$ cat src/hdl/mtpp_pkg.sv
// Package for the median-threshold peak picker.
// Item and register types, register indexes and reset values.
// No dependencies.
package mtpp_pkg;

  localparam int HALF_MAX_DEF   = 32;
  localparam int INDEX_BITS_DEF = 20;

  localparam int SAMPLE_W = 16;
  localparam int FRAME_W  = 20;
  localparam int HALF_W   = 6;
  localparam int GAP_W    = 8;
  localparam int SCALE_W  = 11;
  localparam int FLOOR_W  = 16;
  localparam int CFG_W    = 16;

  localparam logic [HALF_W-1:0]  HALF_RST  = 6'd28;
  localparam logic [GAP_W-1:0]   GAP_RST   = 8'd9;
  localparam logic [SCALE_W-1:0] SCALE_RST = 11'd410;
  localparam logic [FLOOR_W-1:0] FLOOR_RST = 16'd1311;

  typedef enum logic [1:0] {
    CFG_HALF_WINDOW     = 2'd0,
    CFG_REFRACTORY_GAP  = 2'd1,
    CFG_MEDIAN_SCALE    = 2'd2,
    CFG_THRESHOLD_FLOOR = 2'd3
  } cfg_idx_t;

  typedef struct packed {
    logic [SAMPLE_W-1:0] envelope_sample;
    logic                final_sample;
  } in_item_t;

  typedef struct packed {
    logic [FRAME_W-1:0]  onset_frame;
    logic [SAMPLE_W-1:0] onset_strength;
    logic                end_marker;
    logic                run_last;
  } out_item_t;

  // Effective register values as the datapath uses them
  typedef struct packed {
    logic [GAP_W-1:0]   refractory_gap;
    logic [SCALE_W-1:0] median_scale;
    logic [FLOOR_W-1:0] threshold_floor;
  } cfg_eff_t;

endpackage

$ cat src/hdl/mtpp_cfg.sv
// Configuration registers of the peak picker, with range clamping.
// Depends on mtpp_pkg.
module mtpp_cfg #(
  parameter int HALF_MAX = mtpp_pkg::HALF_MAX_DEF,
  parameter int PTR_W    = $clog2(2 * HALF_MAX + 1)
) (
  input  logic                clk,
  input  logic                rst_n,
  input  logic                cfg_valid,
  input  mtpp_pkg::cfg_idx_t  cfg_index,
  input  logic [mtpp_pkg::CFG_W-1:0] cfg_data,
  output logic                cfg_ready,
  output mtpp_pkg::cfg_eff_t  eff,
  output logic [PTR_W-1:0]    half_eff
);
  import mtpp_pkg::*;

  logic [HALF_W-1:0]  half_r;
  logic [GAP_W-1:0]   gap_r;
  logic [SCALE_W-1:0] scale_r;
  logic [FLOOR_W-1:0] floor_r;

  assign cfg_ready = 1'b1;

  always_ff @(posedge clk) begin
    if (!rst_n) begin
      half_r  <= HALF_RST;
      gap_r   <= GAP_RST;
      scale_r <= SCALE_RST;
      floor_r <= FLOOR_RST;
    end else if (cfg_valid && cfg_ready) begin
      unique case (cfg_index)
        CFG_HALF_WINDOW:     half_r  <= cfg_data[HALF_W-1:0];
        CFG_REFRACTORY_GAP:  gap_r   <= cfg_data[GAP_W-1:0];
        CFG_MEDIAN_SCALE:    scale_r <= cfg_data[SCALE_W-1:0];
        CFG_THRESHOLD_FLOOR: floor_r <= cfg_data[FLOOR_W-1:0];
      endcase
    end
  end

  always_comb begin
    if (half_r == '0) begin
      half_eff = PTR_W'(1);
    end else if (int'(half_r) > HALF_MAX) begin
      half_eff = PTR_W'(HALF_MAX);
    end else begin
      half_eff = PTR_W'(half_r);
    end
    eff.refractory_gap  = (gap_r == '0) ? GAP_W'(1) : gap_r;
    eff.median_scale    = scale_r;
    eff.threshold_floor = floor_r;
  end

endmodule

$ cat src/hdl/mtpp_ring.sv
// Sample ring memory: one write port, one read port with registered data.
// Depends on mtpp_pkg.
module mtpp_ring #(
  parameter int DEPTH  = 2 * mtpp_pkg::HALF_MAX_DEF + 1,
  parameter int ADDR_W = $clog2(DEPTH)
) (
  input  logic                          clk,
  input  logic                          wr_en,
  input  logic [ADDR_W-1:0]             wr_addr,
  input  logic [mtpp_pkg::SAMPLE_W-1:0] wr_data,
  input  logic [ADDR_W-1:0]             rd_addr,
  output logic [mtpp_pkg::SAMPLE_W-1:0] rd_data_r
);
  import mtpp_pkg::*;

  logic [SAMPLE_W-1:0] mem [DEPTH];

  always_ff @(posedge clk) begin
    if (wr_en) begin
      mem[wr_addr] <= wr_data;
    end
    rd_data_r <= mem[rd_addr];
  end

endmodule

$ cat src/hdl/mtpp_out_reg.sv
// Output register holding one result item under the valid/stall handshake.
// Depends on mtpp_pkg.
module mtpp_out_reg (
  input  logic                clk,
  input  logic                rst_n,
  input  logic                load,
  input  mtpp_pkg::out_item_t load_item,
  output logic                slot_free,
  output logic                out_valid,
  input  logic                out_stall,
  output mtpp_pkg::out_item_t out_data
);
  import mtpp_pkg::*;

  logic valid_r;

  assign out_valid = valid_r;
  assign slot_free = !valid_r || !out_stall;

  always_ff @(posedge clk) begin
    if (!rst_n) begin
      valid_r <= 1'b0;
    end else if (load) begin
      valid_r <= 1'b1;
    end else if (!out_stall) begin
      valid_r <= 1'b0;
    end
  end

  always_ff @(posedge clk) begin
    if (load) begin
      out_data <= load_item;
    end
  end

endmodule

$ cat src/hdl/median_threshold_peak_picker.sv
// Onset peak picker with an adaptive median threshold. Each envelope item is
// written to a sample ring and the frame half_window back is judged. A frame that
// fails the neighbor or refractory test skips the median search; one that passes
// also needs the window's upper median, found by a 16-step bitwise rank search
// that streams the whole window through one compare unit and the ring's single
// read port, for a window of up to 2*HALF_MAX+1 frames.
// A final item judges every pending frame in order, then sends an end marker and
// clears the frame count, onset history and ring fill. in_stall is high from
// acceptance until the FSM is back in idle, after the item's results are all
// loaded into the output register.
module median_threshold_peak_picker #(
  parameter int HALF_MAX   = mtpp_pkg::HALF_MAX_DEF,
  parameter int INDEX_BITS = mtpp_pkg::INDEX_BITS_DEF
) (
  input  logic                       clk,
  input  logic                       rst_n,
  input  logic                       in_valid,
  output logic                       in_stall,
  input  mtpp_pkg::in_item_t         in_data,
  output logic                       out_valid,
  input  logic                       out_stall,
  output mtpp_pkg::out_item_t        out_data,
  input  logic                       cfg_valid,
  output logic                       cfg_ready,
  input  mtpp_pkg::cfg_idx_t         cfg_index,
  input  logic [mtpp_pkg::CFG_W-1:0] cfg_data
);
  import mtpp_pkg::*;

  localparam int RING_DEPTH = 2 * HALF_MAX + 1;
  localparam int PTR_W      = $clog2(RING_DEPTH);
  localparam int CNT_W      = $clog2(RING_DEPTH + 1);
  localparam int AW         = PTR_W + 1;
  localparam int BIT_W      = $clog2(SAMPLE_W);
  localparam int PROD_W     = SAMPLE_W + SCALE_W;
  localparam int SUM_W      = PROD_W + 1;

  typedef enum logic [3:0] {
    S_IDLE, S_CHECK, S_RDL, S_RDR, S_TEST, S_MRUN, S_MLAST,
    S_MUL, S_CMP, S_EMIT, S_NEXT, S_END
  } state_t;

  state_t                state_r, state_nxt;
  logic [PTR_W-1:0]      b_r, b_nxt;
  logic                  fin_r, fin_nxt;
  logic [INDEX_BITS-1:0] newest_r, newest_nxt;
  logic [INDEX_BITS-1:0] fc_r, fc_nxt;
  logic [INDEX_BITS-1:0] prev_r, prev_nxt;
  logic                  seen_r, seen_nxt;
  logic [PTR_W-1:0]      wp_r, wp_nxt;
  logic [CNT_W-1:0]      fill_r, fill_nxt;
  logic [SAMPLE_W-1:0]   v_r, v_nxt;
  logic [PTR_W-1:0]      hi_r, hi_nxt;
  logic [PTR_W-1:0]      idx_r, idx_nxt;
  logic [PTR_W-1:0]      rank_r, rank_nxt;
  logic [CNT_W-1:0]      cnt_r, cnt_nxt;
  logic [BIT_W-1:0]      bit_r, bit_nxt;
  logic [SAMPLE_W-1:0]   prefix_r, prefix_nxt;
  logic                  pend_r, pend_nxt;
  logic [PROD_W-1:0]     prod_r, prod_nxt;

  cfg_eff_t              eff;
  logic [PTR_W-1:0]      half_eff;
  logic                  in_acc;
  logic [PTR_W-1:0]      rd_idx;
  logic [AW-1:0]         pos_sum;
  logic [PTR_W-1:0]      rd_addr;
  logic [SAMPLE_W-1:0]   rd_data;
  logic [SAMPLE_W-1:0]   cand;
  logic                  lt;
  logic [CNT_W-1:0]      cnt_fin;
  logic [INDEX_BITS-1:0] t_idx;
  logic [INDEX_BITS-1:0] gap_dist;
  logic [AW-1:0]         below_full;
  logic [AW-1:0]         below;
  logic [AW-1:0]         hi_full;
  logic [SUM_W-1:0]      rhs;
  logic [SUM_W-1:0]      lhs;
  logic [FRAME_W+INDEX_BITS-1:0] frame_ext;
  logic                  slot_free;
  logic                  load;
  out_item_t             load_item;

  mtpp_cfg #(.HALF_MAX(HALF_MAX), .PTR_W(PTR_W)) u_cfg (
    .clk       (clk),
    .rst_n     (rst_n),
    .cfg_valid (cfg_valid),
    .cfg_index (cfg_index),
    .cfg_data  (cfg_data),
    .cfg_ready (cfg_ready),
    .eff       (eff),
    .half_eff  (half_eff)
  );

  mtpp_ring #(.DEPTH(RING_DEPTH), .ADDR_W(PTR_W)) u_ring (
    .clk       (clk),
    .wr_en     (in_acc),
    .wr_addr   (wp_r),
    .wr_data   (in_data.envelope_sample),
    .rd_addr   (rd_addr),
    .rd_data_r (rd_data)
  );

  mtpp_out_reg u_out (
    .clk       (clk),
    .rst_n     (rst_n),
    .load      (load),
    .load_item (load_item),
    .slot_free (slot_free),
    .out_valid (out_valid),
    .out_stall (out_stall),
    .out_data  (out_data)
  );

  assign in_stall = (state_r != S_IDLE);
  assign in_acc   = in_valid && !in_stall;

  // Ring address of the sample rd_idx positions back from the newest one
  always_comb begin
    case (state_r)
      S_RDL:   rd_idx = PTR_W'(AW'(b_r) + AW'(1));
      S_RDR:   rd_idx = b_r - PTR_W'(1);
      S_MRUN:  rd_idx = idx_r;
      default: rd_idx = b_r;
    endcase
    pos_sum = AW'(wp_r) + AW'(RING_DEPTH - 1) - AW'(rd_idx);
    if (pos_sum >= AW'(RING_DEPTH)) begin
      rd_addr = PTR_W'(pos_sum - AW'(RING_DEPTH));
    end else begin
      rd_addr = PTR_W'(pos_sum);
    end
  end

  always_comb begin
    cand       = prefix_r | (SAMPLE_W'(1) << bit_r);
    lt         = rd_data < cand;
    cnt_fin    = cnt_r + CNT_W'(lt);
    t_idx      = newest_r - INDEX_BITS'(b_r);
    gap_dist   = t_idx - prev_r;
    below_full = AW'(fill_r) - AW'(1) - AW'(b_r);
    below      = (below_full > AW'(half_eff)) ? AW'(half_eff) : below_full;
    hi_full    = AW'(b_r) + below;
    lhs        = SUM_W'({v_r, 8'd0});
    rhs        = SUM_W'(prod_r) + SUM_W'({eff.threshold_floor, 8'd0});
    frame_ext  = {{FRAME_W{1'b0}}, t_idx};
  end

  always_comb begin
    state_nxt  = state_r;
    b_nxt      = b_r;
    fin_nxt    = fin_r;
    newest_nxt = newest_r;
    fc_nxt     = fc_r;
    prev_nxt   = prev_r;
    seen_nxt   = seen_r;
    wp_nxt     = wp_r;
    fill_nxt   = fill_r;
    v_nxt      = v_r;
    hi_nxt     = hi_r;
    idx_nxt    = idx_r;
    rank_nxt   = rank_r;
    cnt_nxt    = cnt_r;
    bit_nxt    = bit_r;
    prefix_nxt = prefix_r;
    pend_nxt   = pend_r;
    prod_nxt   = prod_r;
    load       = 1'b0;
    load_item  = '0;

    unique case (state_r)
      S_IDLE: begin
        if (in_acc) begin
          wp_nxt     = (wp_r == PTR_W'(RING_DEPTH - 1)) ? '0 : wp_r + PTR_W'(1);
          fill_nxt   = (fill_r == CNT_W'(RING_DEPTH)) ? fill_r : fill_r + CNT_W'(1);
          newest_nxt = fc_r;
          fc_nxt     = fc_r + INDEX_BITS'(1);
          fin_nxt    = in_data.final_sample;
          b_nxt      = half_eff;
          state_nxt  = S_CHECK;
        end
      end
      S_CHECK: begin
        // Needs both neighbors in the ring; issues the read of the frame itself
        if (AW'(fill_r) < AW'(b_r) + AW'(2)) begin
          state_nxt = S_NEXT;
        end else begin
          state_nxt = S_RDL;
        end
      end
      S_RDL: begin
        v_nxt     = rd_data;
        state_nxt = S_RDR;
      end
      S_RDR: begin
        state_nxt = (v_r < rd_data) ? S_NEXT : S_TEST;
      end
      S_TEST: begin
        if (v_r < rd_data) begin
          state_nxt = S_NEXT;
        end else if (seen_r && (gap_dist < INDEX_BITS'(eff.refractory_gap))) begin
          state_nxt = S_NEXT;
        end else begin
          hi_nxt     = PTR_W'(hi_full);
          rank_nxt   = PTR_W'((hi_full + AW'(1)) >> 1);
          idx_nxt    = '0;
          cnt_nxt    = '0;
          pend_nxt   = 1'b0;
          bit_nxt    = BIT_W'(SAMPLE_W - 1);
          prefix_nxt = '0;
          state_nxt  = S_MRUN;
        end
      end
      S_MRUN: begin
        // Count window entries below the trial value, one per cycle
        if (pend_r) begin
          cnt_nxt = cnt_fin;
        end
        pend_nxt = 1'b1;
        if (idx_r == hi_r) begin
          state_nxt = S_MLAST;
        end else begin
          idx_nxt = idx_r + PTR_W'(1);
        end
      end
      S_MLAST: begin
        if (AW'(cnt_fin) <= AW'(rank_r)) begin
          prefix_nxt = cand;
        end
        if (bit_r == '0) begin
          state_nxt = S_MUL;
        end else begin
          bit_nxt   = bit_r - BIT_W'(1);
          idx_nxt   = '0;
          cnt_nxt   = '0;
          pend_nxt  = 1'b0;
          state_nxt = S_MRUN;
        end
      end
      S_MUL: begin
        prod_nxt  = PROD_W'(prefix_r) * PROD_W'(eff.median_scale);
        state_nxt = S_CMP;
      end
      S_CMP: begin
        state_nxt = (lhs >= rhs) ? S_EMIT : S_NEXT;
      end
      S_EMIT: begin
        if (slot_free) begin
          load                     = 1'b1;
          load_item.onset_frame    = frame_ext[FRAME_W-1:0];
          load_item.onset_strength = v_r;
          load_item.end_marker     = 1'b0;
          load_item.run_last       = !fin_r;
          prev_nxt                 = t_idx;
          seen_nxt                 = 1'b1;
          state_nxt                = S_NEXT;
        end
      end
      S_NEXT: begin
        if (fin_r && (b_r > PTR_W'(1))) begin
          b_nxt     = b_r - PTR_W'(1);
          state_nxt = S_CHECK;
        end else if (fin_r) begin
          state_nxt = S_END;
        end else begin
          state_nxt = S_IDLE;
        end
      end
      S_END: begin
        if (slot_free) begin
          load                 = 1'b1;
          load_item.end_marker = 1'b1;
          load_item.run_last   = 1'b1;
          fc_nxt               = '0;
          prev_nxt             = '0;
          seen_nxt             = 1'b0;
          wp_nxt               = '0;
          fill_nxt             = '0;
          state_nxt            = S_IDLE;
        end
      end
    endcase
  end

  always_ff @(posedge clk) begin
    if (!rst_n) begin
      state_r <= S_IDLE;
      fc_r    <= '0;
      prev_r  <= '0;
      seen_r  <= 1'b0;
      wp_r    <= '0;
      fill_r  <= '0;
      fin_r   <= 1'b0;
      pend_r  <= 1'b0;
    end else begin
      state_r <= state_nxt;
      fc_r    <= fc_nxt;
      prev_r  <= prev_nxt;
      seen_r  <= seen_nxt;
      wp_r    <= wp_nxt;
      fill_r  <= fill_nxt;
      fin_r   <= fin_nxt;
      pend_r  <= pend_nxt;
    end
  end

  always_ff @(posedge clk) begin
    b_r      <= b_nxt;
    newest_r <= newest_nxt;
    v_r      <= v_nxt;
    hi_r     <= hi_nxt;
    idx_r    <= idx_nxt;
    rank_r   <= rank_nxt;
    cnt_r    <= cnt_nxt;
    bit_r    <= bit_nxt;
    prefix_r <= prefix_nxt;
    prod_r   <= prod_nxt;
  end

  a_fill_bound: assert property (@(posedge clk) disable iff (!rst_n)
    fill_r <= CNT_W'(RING_DEPTH))
    else $error("ring fill beyond depth");

  a_wp_bound: assert property (@(posedge clk) disable iff (!rst_n)
    wp_r < PTR_W'(RING_DEPTH))
    else $error("ring write pointer out of range");

  a_end_item: assert property (@(posedge clk) disable iff (!rst_n)
    (out_valid && out_data.end_marker) |->
      (out_data.run_last && out_data.onset_frame == '0 && out_data.onset_strength == '0))
    else $error("malformed end marker item");

  a_clear: assert property (@(posedge clk) disable iff (!rst_n)
    (state_r == S_END && slot_free) |=> (fill_r == '0 && fc_r == '0 && !seen_r))
    else $error("state not cleared after final item");

  a_scan_range: assert property (@(posedge clk) disable iff (!rst_n)
    (state_r == S_MRUN) |-> (idx_r <= hi_r && AW'(hi_r) < AW'(fill_r)))
    else $error("median scan outside valid window");

endmodule
$ cat config.mk
export PLATFORM = sky130hd
export DESIGN_NAME = median_threshold_peak_picker
export DESIGN_NICKNAME = d
export VERILOG_FILES = /design/src/hdl/mtpp_pkg.sv /design/src/hdl/mtpp_cfg.sv /design/src/hdl/mtpp_ring.sv /design/src/hdl/mtpp_out_reg.sv /design/src/hdl/median_threshold_peak_picker.sv
export SDC_FILE = /design/constraint.sdc
export NUM_CORES = 2
export LEC_CHECK = 0
export BUFFER_PORTS_ARGS = -buffer_cell sky130_fd_sc_hd__buf_2
export CAP_MARGIN = 40
export CORE_ASPECT_RATIO = 1.25
export CORE_MARGIN = 8
export CORE_UTILIZATION = 45
export CTS_CLUSTER_SIZE = 28
export DETAILED_ROUTE_END_ITERATION = 6
export GPL_TIMING_DRIVEN = 0
export SLEW_MARGIN = 20
export SYNTH_ARGS = -nofsm -noshare
export SYNTH_HDL_FRONTEND = slang
export SYNTH_HIERARCHICAL = 1
export SYNTH_SLANG_ARGS = --single-unit
$ cat constraint.sdc
create_clock -name clk -period 8.85 [get_ports clk]
set_input_delay 0.4425 -clock clk [delete_from_list [all_inputs] [get_ports clk]]
set_output_delay 0.4425 -clock clk [all_outputs]
set_load 0.05 [all_outputs]
==> results.sh <==
export IMPL_syn_inst=4152
export IMPL_cts_tree="yes"
export IMPL_chipWidth_um=347
export IMPL_slew_violations=0
export IMPL_holdCritStartpoint="cfg_data[7]"
export IMPL_ant_nets=0
export IMPL_nFillCells=11300
export IMPL_core_area_um2=135000
export IMPL_synth_area_per_cell_um2=14.8
export IMPL_cts_setup_buffers=0
export IMPL_max_freq_mhz=121
export IMPL_grt_overflow=0
export IMPL_arrival_ns=8.91
export IMPL_die_h_um=429
export IMPL_cp_required_ns=9.50
export IMPL_worstMarginPinSlew_ns=0.877
export IMPL_crit_path_max_fanout=19
export IMPL_grt_pass1_wl_um=231000
export IMPL_final_setup_viol_count=0
export IMPL_io_buffers=76
export IMPL_antenna_found_initial=1
export IMPL_final_cells=6331
export IMPL_drcViolationCount=0
export IMPL_wirelength_um=154000
export IMPL_start_util_pct=45.4
export IMPL_cts_root_buf="clkbuf_16"
export IMPL_hold_viol_final=0
export IMPL_synth_async_reset_ratio_pct=0
export IMPL_fin_crit_sh_pct=93.3
export IMPL_placed_cells=6067
export IMPL_hold_class="primary input to register"
export IMPL_synthFlopType="edfxtp_1"
export IMPL_clk_pin_slew_worst_paths_ns=0.06
export IMPL_place_area_um2=65200
export IMPL_synth_top_cell_by_area="edfxtp_1"
export IMPL_drt_first_iter_violations=2527
export IMPL_crit_path_start_kind="register"
export IMPL_syn_nets=4553
export IMPL_ff2ff_path_depth=26
export IMPL_skew_ns=0.0274
export IMPL_synth_seq_area_share_pct=62.3
export IMPL_area_growth_pct=13.4
export IMPL_criticalPathCategory="register to register"
export IMPL_ios=81
export IMPL_synth_cell_type_count=83
export IMPL_rows=151
export IMPL_min_period_ns=8.26
export IMPL_drt_pass1_iter_count=7
export IMPL_synth_edf_count=1196
export IMPL_netlist_area_um2=61400
export IMPL_cts_path_max_buffers=3
export IMPL_insertion_delay_ns=0.76
export IMPL_via_count=35600
export IMPL_rsz0062_at_grt="false"
export IMPL_synth_seq_cells=1315
export IMPL_drive_gt1_share_pct=16.1
export IMPL_synth_top_cell_area_share_pct=58.5
export IMPL_post_synth_main_area_contributors="edfxtp_1 (58%), mux4_2 (7.0%), ha_1 (4.7%)"
export IMPL_status="finished, final reports clean"
export IMPL_r2r_start="state_r[1]"
export IMPL_cts_resized=0
export IMPL_grt_max_degree=66
export IMPL_wire_per_inst_um=24.3
export IMPL_postLayoutCoreUtil_pct=51.5
export IMPL_worstSetupEndpointType="register"
export IMPL_hold_depth=3
export IMPL_fin_tns_setup_ns=0
export IMPL_final_design_area_no_fill_um2=69700
export IMPL_grtUsageTotal_pct=20.4
export IMPL_viasPerCell=5.62
export IMPL_place_congestion=0.884
export IMPL_clock_sinks=1315
export IMPL_htreeDepth=4
export IMPL_cts_buffers_inserted=136
export IMPL_die_area_um2=149000
export IMPL_grt_pass1_vias=36500
export IMPL_cap_violations=0
export IMPL_relSlewSlack_pct=41.2
export IMPL_finalNetCount=4865
export IMPL_dp_hpwl_um=109000
export IMPL_startpoint="state_r[1]"
export IMPL_synth_warning_count=6
-- registers in the layout, indices dropped and copies added (netlist names), 8 cells and up --
| signal | count |
|---|---|
| u_cfg/scale_r | 11 |
| u_out/out_data | 38 |
| u_ring/mem | 1040 |
| u_cfg/gap_r | 8 |
| fc_r | 20 |
| prefix_r | 16 |
| u_cfg/floor_r | 16 |
| newest_r | 20 |
| v_r | 16 |
| prev_r | 20 |
| u_ring/rd_data_r | 16 |
| prod_r | 27 |
-- layer usage --
layer | part of all wire, % | track usage, % | wire (um) | up-vias
met3 | 4.3 | 2.54 | 6580 | 262
met4 | 4.1 | 8.27 | 6240 | 0
met2 | 52 | 36.3 | 79300 | 965
met5 | 0 | 0 | 0 | -
li1 | - | - | - | 16200
met1 | 40 | 25.2 | 61800 | 18200
-- per-stage QoR --
stage          hold slack [ns]  setup slack (ns)
3_3_place_gp             0.456             0.802
4_1_cts                0.00566             0.792
6_report                0.0619             0.594
5_1_grt                 0.0486            0.0738
3_5_place_dp             0.459             0.851
2_1_floorplan            0.427              2.89
-- cells by family after synthesis --
logic type | after synthesis | share of synthesized area [%]
mux | 403 | 10.6
simple gates | 920 | 7.17
xor+xnor | 133 | 1.92
compound gates | 579 | 6.09
other cells | 2 | 0.0122
fa+ha+maj | 361 | 8.95
flops | 1315 | 62.3
buf+inv | 439 | 2.96
-- path summary, 6_finish.rpt --
check,slack (ns),endpoint
setup / recovery,0.59,u_ring/rd_data_r[12]
hold / removal,0.06,u_cfg/scale_r[7]
hold reg to reg,0.47,u_cfg/gap_r[2]
setup reg to reg,0.59,u_ring/rd_data_r[12]
-- cell usage after synthesis, types with 17 or more instances --
cell	n
inv_1	249
o21bai_1	17
fa_1	131
and3_1	30
nand4_1	19
o21ai_0	64
dfxtp_1	119
edfxtp_1	1196
nor2_1	260
and2_1	96
o21ai_1	19
mux2i_1	171
clkbuf_1	119
buf_2	45
a2111oi_0	17
a221oi_1	21
a21oi_1	175
nand2b_1	21
xnor2_1	82
nor2b_1	62
nand2_1	274
nand3_1	55
ha_1	230
xor2_1	50
mux4_2	192
nor3_1	32
a21o_1	34
mux2_2	39
o22ai_1	53
a31oi_1	20
a22oi_1	68
-- placed cells by master (no fill, tap or decap), drive strengths merged, types with 7 or more instances in the layout --
| master | count |
|---|---|
| a22oi | 68 |
| mux2 | 40 |
| o21bai | 17 |
| nor3 | 33 |
| or3 | 16 |
| xnor2 | 82 |
| and3 | 30 |
| a21o | 34 |
| and2 | 96 |
| o21a | 16 |
| nor4 | 15 |
| nor2b | 62 |
| ha | 230 |
| a211oi | 12 |
| a221oi | 22 |
| nand4 | 19 |
| fa | 131 |
| clkbuf | 294 |
| edfxtp | 1196 |
| o31ai | 10 |
| nor2 | 260 |
| xor2 | 50 |
| nand3 | 55 |
| a21oi | 179 |
| dfxtp | 119 |
| buf | 230 |
| nand2b | 21 |
| mux4 | 192 |
| o21ai | 83 |
| mux2i | 171 |
| o211ai | 10 |
| a2111oi | 17 |
| nand2 | 274 |
| bufinv | 7 |
| inv | 256 |
| o22ai | 53 |
| a31oi | 20 |
| clkinv | 53 |
| dlygate4sd3 | 14 |
-- critical path: stages (launching register included) --
cell and delay, ns:
dfxtp_1 0.36, clkbuf_1 0.40, inv_1 0.27, nor2_1 0.28
nand2_1 0.22, inv_1 0.67, nand2_1 0.16, a21oi_1 0.21
a211oi_1 0.08, ha_1 0.32, inv_1 0.06, fa_1 0.44
inv_1 0.07, a21oi_1 0.05, o21ai_0 0.26, xor2_1 0.20
nor4_1 0.31, o22ai_1 0.22, o21ai_0 0.62, buf_2 0.37
nor2b_1 0.23, clkbuf_1 0.33, clkbuf_1 0.67, a22oi_1 0.20
a21oi_1 0.67, a21oi_1 0.26, o21ai_1 0.22
-- layout make-up --
class,instances,area [um^2],share of cell area [%]
Antenna cell,1,2.50,0.00359
Buffer,190,891,1.28
Clock buffer,174,3640,5.22
Clock inverter,71,671,0.962
Inverter,249,935,1.34
Multi-Input combinational cell,2398,21500,30.9
Sequential cell,1315,38300,54.9
Tap cell,1759,2200,3.16
Timing Repair Buffer,174,1540,2.20
-- timing repair --
| item | 4_1_cts | 5_1_grt |
|---|---|---|
| setup endpoints to repair | 0 | 0 |
| endpoints found under the hold margin | 17 | 0 |
| hold buffers | 14 | 0 |
Power is left out: the tool's default activity adds up to more than one toggle a clock period on the data nets, which glitch-free logic cannot reach.
